$ cat config.mk
export PLATFORM = sky130hd
export DESIGN_NAME = cbcp_pad_ports
export DESIGN_NICKNAME = d
export VERILOG_FILES = /design/src/rtl/cbcp_pkg.sv /design/src/rtl/cbcp_pad_ports.sv
export SDC_FILE = /design/constraint.sdc
export NUM_CORES = 1
export LEC_CHECK = 0
export BUFFER_PORTS_ARGS = -buffer_cell sky130_fd_sc_hd__buf_2
export CAP_MARGIN = 10
export CORE_UTILIZATION = 48
export DETAILED_ROUTE_END_ITERATION = 16
export HOLD_SLACK_MARGIN = 0.06
export PLACE_DENSITY = 0.83
export SYNTH_ARGS = -nofsm -noshare
export SYNTH_HDL_FRONTEND = slang
export SYNTH_SLANG_ARGS = --single-unit
export TNS_END_PERCENT = 50
$ cat constraint.sdc
create_clock -name clk -period 3 [get_ports clk]
set_input_delay 0.6 -clock clk [delete_from_list [all_inputs] [get_ports clk]]
set_output_delay 0.6 -clock clk [all_outputs]
set_load 0.01 [all_outputs]
$ cat src/rtl/cbcp_pkg.sv
// Shared types, address map constants and helpers for the CPU bus decoder
// with work RAM and controller ports. Used by every module in rtl/.
// No dependencies.
package cbcp_pkg;

	// Default work RAM depth in bytes
	localparam int RAM_DEPTH_DEF = 2048;

	// Highest address that maps to work RAM, and the width of that address window
	localparam logic [15:0] RAM_TOP  = 16'h1FFF;
	localparam int          RAM_AW   = 13;
	localparam logic [15:0] PPU_TOP  = 16'h3FFF;
	localparam logic [15:0] PPU_MASK = 16'h2007;

	// Register addresses in the I/O page
	localparam logic [15:0] APU_LAST    = 16'h4013;
	localparam logic [15:0] OAM_DMA     = 16'h4014;
	localparam logic [15:0] APU_STATUS  = 16'h4015;
	localparam logic [15:0] JOY_ONE     = 16'h4016;
	localparam logic [15:0] JOY_TWO     = 16'h4017;

	// Port byte layout
	localparam logic [7:0] OPEN_BUS_MASK = 8'hE0;
	localparam logic [7:0] GUN_TRIG_BIT  = 8'h10;
	localparam logic [7:0] GUN_DARK_BIT  = 8'h08;

	// Bus access kind
	localparam logic OP_READ  = 1'b0;
	localparam logic OP_WRITE = 1'b1;

	// Decoded destination of an access
	typedef enum logic [2:0] {
		TGT_UNMAPPED = 3'd0,
		TGT_RAM      = 3'd1,
		TGT_PPU      = 3'd2,
		TGT_APU      = 3'd3,
		TGT_PORT     = 3'd4,
		TGT_CART     = 3'd5,
		TGT_DMA      = 3'd6
	} target_t;

	// Work RAM command for one accepted item
	typedef struct packed {
		logic rd;
		logic wr;
	} ram_cmd_t;

	// Controller port request for one accepted item
	typedef struct packed {
		logic rd;        // serial read of a port
		logic port;      // 0 first port, 1 second port
		logic strobe_wr; // write of the strobe register
	} port_req_t;

	// Power-up contents of work RAM: all ones where index bit 2 is set
	function automatic logic [7:0] ram_fill(input logic idx_bit2);
		ram_fill = idx_bit2 ? 8'hFF : 8'h00;
	endfunction

endpackage

$ cat src/rtl/cbcp_pad_ports.sv
// Two serial controller ports with strobe reload and one-fill, plus the
// light gun option on the second port. Depends on cbcp_pkg.
module cbcp_pad_ports (
	input  logic                 clk,
	input  logic                 arst_n,
	input  logic                 accept,
	input  cbcp_pkg::port_req_t  req,
	input  logic [7:0]           write_data,
	input  logic [7:0]           open_bus_value,
	input  logic [7:0]           pad_one_buttons,
	input  logic [7:0]           pad_two_buttons,
	input  logic                 gun_light_seen,
	input  logic                 gun_trigger,
	input  logic                 cfg_wr,
	input  logic                 cfg_gun_en,
	output logic [7:0]           port_byte
);

	logic [7:0] shift_q [2];
	logic       strobe_q;
	logic       gun_en_q;
	logic [7:0] live;
	logic       gun_sel;
	logic       serial_bit;

	assign live       = req.port ? pad_two_buttons : pad_one_buttons;
	assign gun_sel    = req.port && gun_en_q;
	assign serial_bit = strobe_q ? live[7] : shift_q[req.port][7];

	// Byte returned for a port read
	always_comb begin
		if (gun_sel)
			port_byte = (open_bus_value & cbcp_pkg::OPEN_BUS_MASK)
				| (gun_trigger ? cbcp_pkg::GUN_TRIG_BIT : 8'h00)
				| (gun_light_seen ? 8'h00 : cbcp_pkg::GUN_DARK_BIT);
		else
			port_byte = (open_bus_value & cbcp_pkg::OPEN_BUS_MASK) | {7'd0, serial_bit};
	end

	// Shift registers, strobe and light gun enable
	always_ff @(posedge clk or negedge arst_n) begin
		if (!arst_n) begin
			shift_q[0] <= '0;
			shift_q[1] <= '0;
			strobe_q   <= 1'b0;
			gun_en_q   <= 1'b0;
		end else begin
			if (cfg_wr)
				gun_en_q <= cfg_gun_en;
			if (accept && req.strobe_wr) begin
				strobe_q <= write_data[0];
				if (write_data[0]) begin
					shift_q[0] <= pad_one_buttons;
					shift_q[1] <= pad_two_buttons;
				end
			end else if (accept && req.rd && !gun_sel) begin
				if (strobe_q)
					shift_q[req.port] <= live;
				else
					shift_q[req.port] <= {shift_q[req.port][6:0], 1'b1};
			end
		end
	end

endmodule

Word-level counts from Yosys, hierarchy flattened
Cells that the tools add are included.
{ "word_totals": {"register_bits": 18, "inputBits": 42, "out_inout_bits": 8, "elab_cells": 35} }
{ "classes": {"n_lt_le_gt_ge": 2, "n_eq_ne": 1, "mux": 16, "bitwise": 4, "reduce_logical": 8} }
{ "ops": {"columns": ["cell", "n"], "rows": [
  ["2-to-1 mux 16 bit", 4],
  ["2-to-1 mux 8 bit", 6],
  ["bitwise mux 16 bit", 2],
  ["demux 8 bit (select 1 bit)", 1],
  ["OR 8 x 1 -> 8 bit", 1],
  ["OR 8 x 4 -> 8 bit", 1],
  ["OR 8 x 5 -> 8 bit", 1],
  ["logical AND 1 bit", 5],
  ["2-to-1 mux 5 bit", 1],
  ["2-to-1 mux 4 bit", 1],
  ["greater-or-equal comparator 2 bit, second input constant", 1],
  ["< comparator 2 x 1 -> 1 bit, second input constant", 1],
  ["!= test 2 bit, second input constant", 1],
  ["inverter 1 -> 2 bit", 1],
  ["AND reduction 2 bit", 1],
  ["nonzero test 2 bit", 1],
  ["logical NOT 1 bit", 1],
  ["2-to-1 mux 1 bit", 1]
]} }

Depth between registers and ports, before layout
Gate-level depths: netlist of run 1.
{ "logic_depth": {"depth_word": 9, "ltp_mapped": 6, "ltp_nobuf": 4} }

Worst setup path before layout of run 1
No wires, ideal clock.
{ "synth_timing": {"path_kind": "input -> output", "from": "in req[1] (netlist name)", "to": "out port_byte[0]", "arrival_ps": 1011, "path_slack_ps": 1389, "path_stages": 2, "path_cell_list": "buf_6 > o21ai_0"} }
{ "synth_between": {"elab_chain_cells": 7, "word_cells_on_any_way": 9, "classes_between": "mux (6); bitwise (2); reduce/logical (1)"} }
{ "synth_lines": {"columns": ["item", "line", "text"], "rows": [
  ["start, declared", "cbcp_pad_ports.sv:7", "input cbcp_pkg::port_req_t req,"],
  ["inverter 1 -> 2 bit (not written as such)", "cbcp_pad_ports.sv:28", "assign serial_bit = strobe_q ? live[7] : shift_q[req.port][7];"],
  ["2-to-1 mux 8 bit (3 in a row)", null, null],
  ["2-to-1 mux 1 bit", "cbcp_pad_ports.sv:28", null],
  ["OR 8 x 1 -> 8 bit", "cbcp_pad_ports.sv:37", "port_byte = (open_bus_value & cbcp_pkg::OPEN_BUS_MASK) | {7'd0, serial_bit};"],
  ["2-to-1 mux 8 bit (*)", "cbcp_pad_ports.sv:32", "if (gun_sel)"],
  ["end, declared", "cbcp_pad_ports.sv:16", "output logic [7:0] port_byte"]
]} }
Mark *: on every way between the ends. The rest lies on a longest branch, timed or not. The select of a mux whose other input is x is not followed.

Worst setup path after layout of run 1
{ "layout_timing": {"from": "reg strobe_q", "to": "out port_byte[0]"} }
{ "layout_between": {"elab_chain_cells": 3} }
{ "layout_lines": {"columns": ["item", "line", "text"], "rows": [
  ["start, declared", "cbcp_pad_ports.sv:20", "logic strobe_q;"],
  ["start signal, assigned", "cbcp_pad_ports.sv:51", "strobe_q <= write_data[0];"],
  ["2-to-1 mux 1 bit", "cbcp_pad_ports.sv:28", null],
  ["OR 8 x 1 -> 8 bit", "cbcp_pad_ports.sv:37", null],
  ["2-to-1 mux 8 bit", "cbcp_pad_ports.sv:32", null]
]} }
Every way passes these cells.

==> results of run 1 <==
layout by cell type, fill, tap and decap left out:
master    instances
nand2_1          20
and2_4            2
conb_1            2
mux2_2            2
o21ai_4           2
o21ai_0           8
and2b_1           1
and3_1            1
nor3b_1           1
and4bb_4          1
mux2i_1           2
inv_1             1
clkbuf_4          3
o21ai_2           2
nor2_1            4
o21ai_1           8
clkbuf_8          1
dfrtp_1          18
a21oi_2           1
buf_2            29
nand2_2           1
a22oi_1          14
through the flow:
step                area [µm²]  power [W]  hold slack (ps)
detailed placement        1080   0.000445              477
floorplan                 1000   0.000415              304
finish                    1110   0.000588              226
global placement          1080   0.000435              465
global route              1110   0.000628              231
CTS                       1110   0.000594              224
path summary, 6_finish.rpt:
| kind | start | to | depth (start not counted) |
|---|---|---|---|
| min | arst_n | shift_q[1] | 1 |
| max | strobe_q | port_byte[0] | 5 |
| min in group clk | shift_q[4] | shift_q[4] | 2 |
| max in group asynchronous | arst_n | shift_q[14] | 1 |
| min reg2reg | shift_q[4] | shift_q[4] | 2 |
| max reg2reg | strobe_q | shift_q[11] | 4 |
metal layers:
metal | up-vias | track usage [%] | share of wire, %
met5 | - | 0 | 0
met4 | 0 | 7.22 | 0
met3 | 0 | 3.40 | 3.8
met2 | 19 | 35.1 | 51
met1 | 376 | 22.6 | 45
li1 | 391 | - | -
critical path, stage by stage (launching register included):
cell and delay (ps):
dfrtp_1 490, mux2i_1 220, nor2_1 50, nand2_1 60
o21ai_0 70, buf_2 150
registers in the layout, summed over array words and instances (netlist names):
register	flops
gun_en_q	1
shift_q	16
strobe_q	1
cells by family (layout without fill, tap and decap cells):
family          after synthesis  count (layout)  synth area share (%)
compound gates               35              35                  24.4
buf+inv                      12              34                  10.9
flops                        18              18                  45.0
mux                           4               4                  4.25
other cells                   1               2                 0.375
simple gates                 31              31                  15.1
power groups by stage:
stage	clock (W)	sequential [W]	combinational [W]
floorplan	0	0.000306	0.000108
global placement	0	0.000314	0.000122
detailed placement	0	0.000317	0.000128
CTS	0.000153	0.000312	0.000129
global route	0.000163	0.000319	0.000147
finish	0.000149	0.000313	0.000126
area by class of cell:
cell class / count / area (µm²)
inverter: 1 / 3.75
sequential: 18 / 450
clock buffer: 4 / 36.3
fill: 193 / 847
tap: 27 / 33.8
multi-input combinational: 72 / 445
timing repair buffer: 29 / 145
==> results.cfg, run 1 <==
[floorplan]
die_area_um2 = 2270
start_util_pct = 51.0
fp.dieH_um = 47.7
fp.dieW_um = 47.7
core_um2 = 1960
num_rows = 16
io_pins = 50

[global_routing]
grt_pass1_wl_um = 3080
grt_pass1_vias = 752
track_usage_pct = 19.3
grt-ovfl-total = 0
antenna_found_initial = 0
grt_max_degree = 19

[clock_network]
worstSkewPairLatency_ps = 290
hold_buffers = 0
post_cts_buffers = 0
cts_tree = built
cts-root-buf = clkbuf_4
clk_pin_slew_ps = 110
htree_num_levels = 1
cts_resized = 0
cts_buffers = 3
clockBufferDepth = 2
cts_sinks = 18

[power_and_ir_drop]
power.internal_w = 0.000417
p_sw_share_pct = 29.2
p_sw_w = 0.000172
comb_power_share_pct = 21.5
vdd_drop_max_v = 0.000299
power_density_nw_per_um2 = 528
p_leak_nw = 0.531
seq_power_share_pct = 53.1
clkPwrFrac_pct = 25.4

[worst_setup_path]
cp.arrival_ps = 1340
cp-end-kind = output port
cp_max_fo = 6
rrSetupSlack_ps = 1660
criticalPathCategory = reg -> out
crit_required_ps = 2400
start_kind = flip-flop

[synthesis]
synth_common_cells = 20 x nand2_1, 18 x dfrtp_1, 14 x a22oi_1
ys_ff_latch = 18
netlist_instances = 101
ys.flop_type = dfrtp_1
yosysMostFrequentCell = nand2_1
synth_enable_flop_cells = 0
synth_top_area_share_pct = 45.0
async_flop_share_pct = 100
netlist_area_um2 = 1000
yosys.cell_types.count = 21
synth_warnings = 0
seq_area_frac_synth_pct = 45.0
yosysTopAreaCell = dfrtp_1
synth_area_per_cell_um2 = 9.91
synth_area_leaders = dfrtp_1 45%, a22oi_1 11%, nand2_1 7.5%

[timing]
finalHoldViolCount = 0
fin_tns_setup_ps = 0
fmax_mhz = 516
relSlewSlack_pct = 62.7
period_share_pct = 64.6
min_period_ps = 1940
worstMarginPinSlew_ps = 559
fin_worst_skew_ps = 4.05
report.final.slew_viol_count = 0
finalSetupViolCount = 0
fin_ws_ps = 1060
rsz0062_at_grt = no

[routing]
post_drt_wl_per_cell_um = 13.0
wl_um = 1960
drt-pass1-iter-count = 3
first_iter_violations = 15
via_per_inst = 5.21
ant_nets = 0
drc = 0
dr_total_vias = 786

[outcome]
status = finished clean

[placement]
dp.cells = 147
place_ws_ps = 1220
portBuffers = 29
dp_hpwl_um = 1490
finalWeightedCongestion = 0.739

[final_layout]
syn2layout_area_growth_pct = 11.4
utilization_pct = 56.8
diodes = 0
fin_cells = 151
nNetsFinal = 167
drive_above_1_share_pct = 35.5

[job]
cap_viol_max_count = 0

[min_path]
hold_class = in -> async
Power figures use the tool's default switching activity.
==> inputs of run 2 (changes only) <==
--- a/config.mk
+++ b/config.mk
@@ -7,10 +7,10 @@
 export LEC_CHECK = 0
 export BUFFER_PORTS_ARGS = -buffer_cell sky130_fd_sc_hd__buf_2
 export CAP_MARGIN = 10
-export CORE_UTILIZATION = 48
+export CORE_UTILIZATION = 40
 export DETAILED_ROUTE_END_ITERATION = 16
 export HOLD_SLACK_MARGIN = 0.06
-export PLACE_DENSITY = 0.83
+export PLACE_DENSITY = 0.74
 export SYNTH_ARGS = -nofsm -noshare
 export SYNTH_HDL_FRONTEND = slang
 export SYNTH_SLANG_ARGS = --single-unit
==> constraint.sdc (replaced) <==
create_clock -name clk -period 1.65 [get_ports clk]
set_input_delay 0.33 -clock clk [delete_from_list [all_inputs] [get_ports clk]]
set_output_delay 0.33 -clock clk [all_outputs]
set_load 0.01 [all_outputs]
==> run 2 against run 1 <==
  * Power is 84% higher
  * Largest power group unchanged
  * Cell count is 3.3% higher
  * Critical path depth is 1 lower
  * First-iteration DRC count is 6.7% higher
  * Combinational power is 98% higher
  * Register-to-register slack worse by 1500 ps
  * Wire length is 0.15% higher
  * Clock skew is 4.2 ps higher
==> results.cfg, run 2 (same netlist as run 1, synthesis figures left out) <==
[outcome]
status = finished clean

[worst_setup_path]
start_kind = flip-flop
cp_max_fo = 5
crit_required_ps = 1320
rrSetupSlack_ps = 190
cp_cell_sequence = buf_4 > mux2i_1 > o21ai_1 > buf_2
critPathSlowestCell = dfrtp_2
r2r_start = strobe_q
critPathMaxStageDelay_ps = 460
worst_setup_path_startpoint = strobe_q
cp-end-kind = output port
cp.arrival_ps = 1260
criticalPathCategory = reg -> out

[routing]
wl_um = 1960
first_iter_violations = 16
drt-pass1-iter-count = 4
via_per_inst = 5.15
ant_nets = 0
post_drt_wl_per_cell_um = 12.6
dr_total_vias = 803
drc = 0

[final_layout]
stdcell_area_um2 = 1150
syn2layout_area_growth_pct = 14.9
fillCellCount = 209
nNetsFinal = 171
largest_register_ffs = 16
top_register = shift_q
diodes = 0
final_cell_mix = 29 x buf_2, 20 x nand2_1, 17 x dfrtp_1
utilization_pct = 50.5
final_common_cell = buf_2
top_regs = shift_q (16), gun_en_q (1), strobe_q (1)
drive_above_1_share_pct = 37.5

[placement]
finalWeightedCongestion = 0.721
dp_hpwl_um = 1470
portBuffers = 29
post_dp_cell_area_um2 = 1090

[timing]
rsz0062_at_grt = yes
finalSetupViolCount = 0
fin_worst_skew_ps = 8.20
min_period_ps = 1590
fmax_mhz = 627
report.final.slew_viol_count = 0
finalHoldViolCount = 0
holdWs_ps = 276
period_share_pct = 96.6

[clock_network]
worstSkewPairLatency_ps = 290
clockBufferDepth = 2
cts_buffers = 3
cts_sinks = 18
cts_tree = built
htree_num_levels = 1
clk_pin_slew_ps = 100
cts-root-buf = clkbuf_4

[power_and_ir_drop]
power_density_nw_per_um2 = 939
vdd_drop_max_v = 0.000553
p_leak_nw = 0.548

[global_routing]
grt_pass1_vias = 758
grt-ovfl-total = 0
gr-max-usage-layer = met2
grt_max_degree = 19
track_usage_pct = 15.9
grt_use_met3_pct = 5.26
grt_pass1_wl_um = 3180
met2_usage_pct = 29.5
antenna_found_initial = 0
grt_util_met1_pct = 18.2

[floorplan]
die_area_um2 = 2710
fp.dieW_um = 52.0
start_util_pct = 44.0
io_pins = 50
fp.dieH_um = 52.0
core_um2 = 2280
num_rows = 17

[min_path]
hold_class = in -> reg
hold_start = cfg_gun_en

[job]
cap_viol_max_count = 0
run 2: cell types whose count changed in the layout (fill, tap and decap cells not counted), sizes merged:
| cell | delta |
|---|---|
| buf | +3 |
| dlygate4sd3 | +1 |
run 2: final cells by class:
type,instances,area [µm²],area share (%)
clock buffer,4,36.3,3.16
sequential,18,452,39.3
tap,28,35.0,3.05
timing repair buffer,33,178,15.5
multi-input combinational,72,445,38.7
inverter,1,3.75,0.326
run 2: timing repair:
action / CTS / global route
resized for setup: 1 / 1
hold endpoints to repair: 18 / 0
hold buffers: 1 / 0
setup buffers: 0 / 2
setup endpoints to repair: 1 / 1
run 2: power by group:
group          internal, W  switching (W)  total (W)
clock network     0.000134       0.000132   0.000266
registers         0.000518      0.0000472   0.000565
logic             0.000118       0.000130   0.000249
total             0.000770       0.000309    0.00108
run 2: routing by layer:
| metal | share of wire [%] | vias to the layer above |
|---|---|---|
| met2 | 50 | 20 |
| met5 | 0 | - |
| li1 | - | 402 |
| met1 | 45 | 381 |
| met3 | 4.7 | 0 |
| met4 | 0 | 0 |
run 2: final timing paths:
path	depth (start not counted)	endpoint
worst min-delay path	2	gun_en_q
max in group asynchronous	2	strobe_q
min in group asynchronous	2	shift_q[6]
worst max-delay path	4	port_byte[0]
worst max register to register	5	shift_q[12]
worst min register to register	2	shift_q[15]
run 2: critical path, delay by kind of cell (launching register included):
family / cells / cell delay (ps)
buffers and inverters: 2 / 290
flip-flops: 1 / 460
multiplexers: 1 / 110
AO/OA/AOI/OAI: 1 / 120
run 2: metrics by stage:
step                setup TNS, ps  cells  total power, W  worst slack (ps)
finish                          0    156         0.00108              55.5
global route                -51.3    156         0.00115             -51.3
global placement                0    149        0.000796               300
detailed placement              0    149        0.000811               276
CTS                             0    154         0.00108              11.8
floorplan                       0    102        0.000754               463
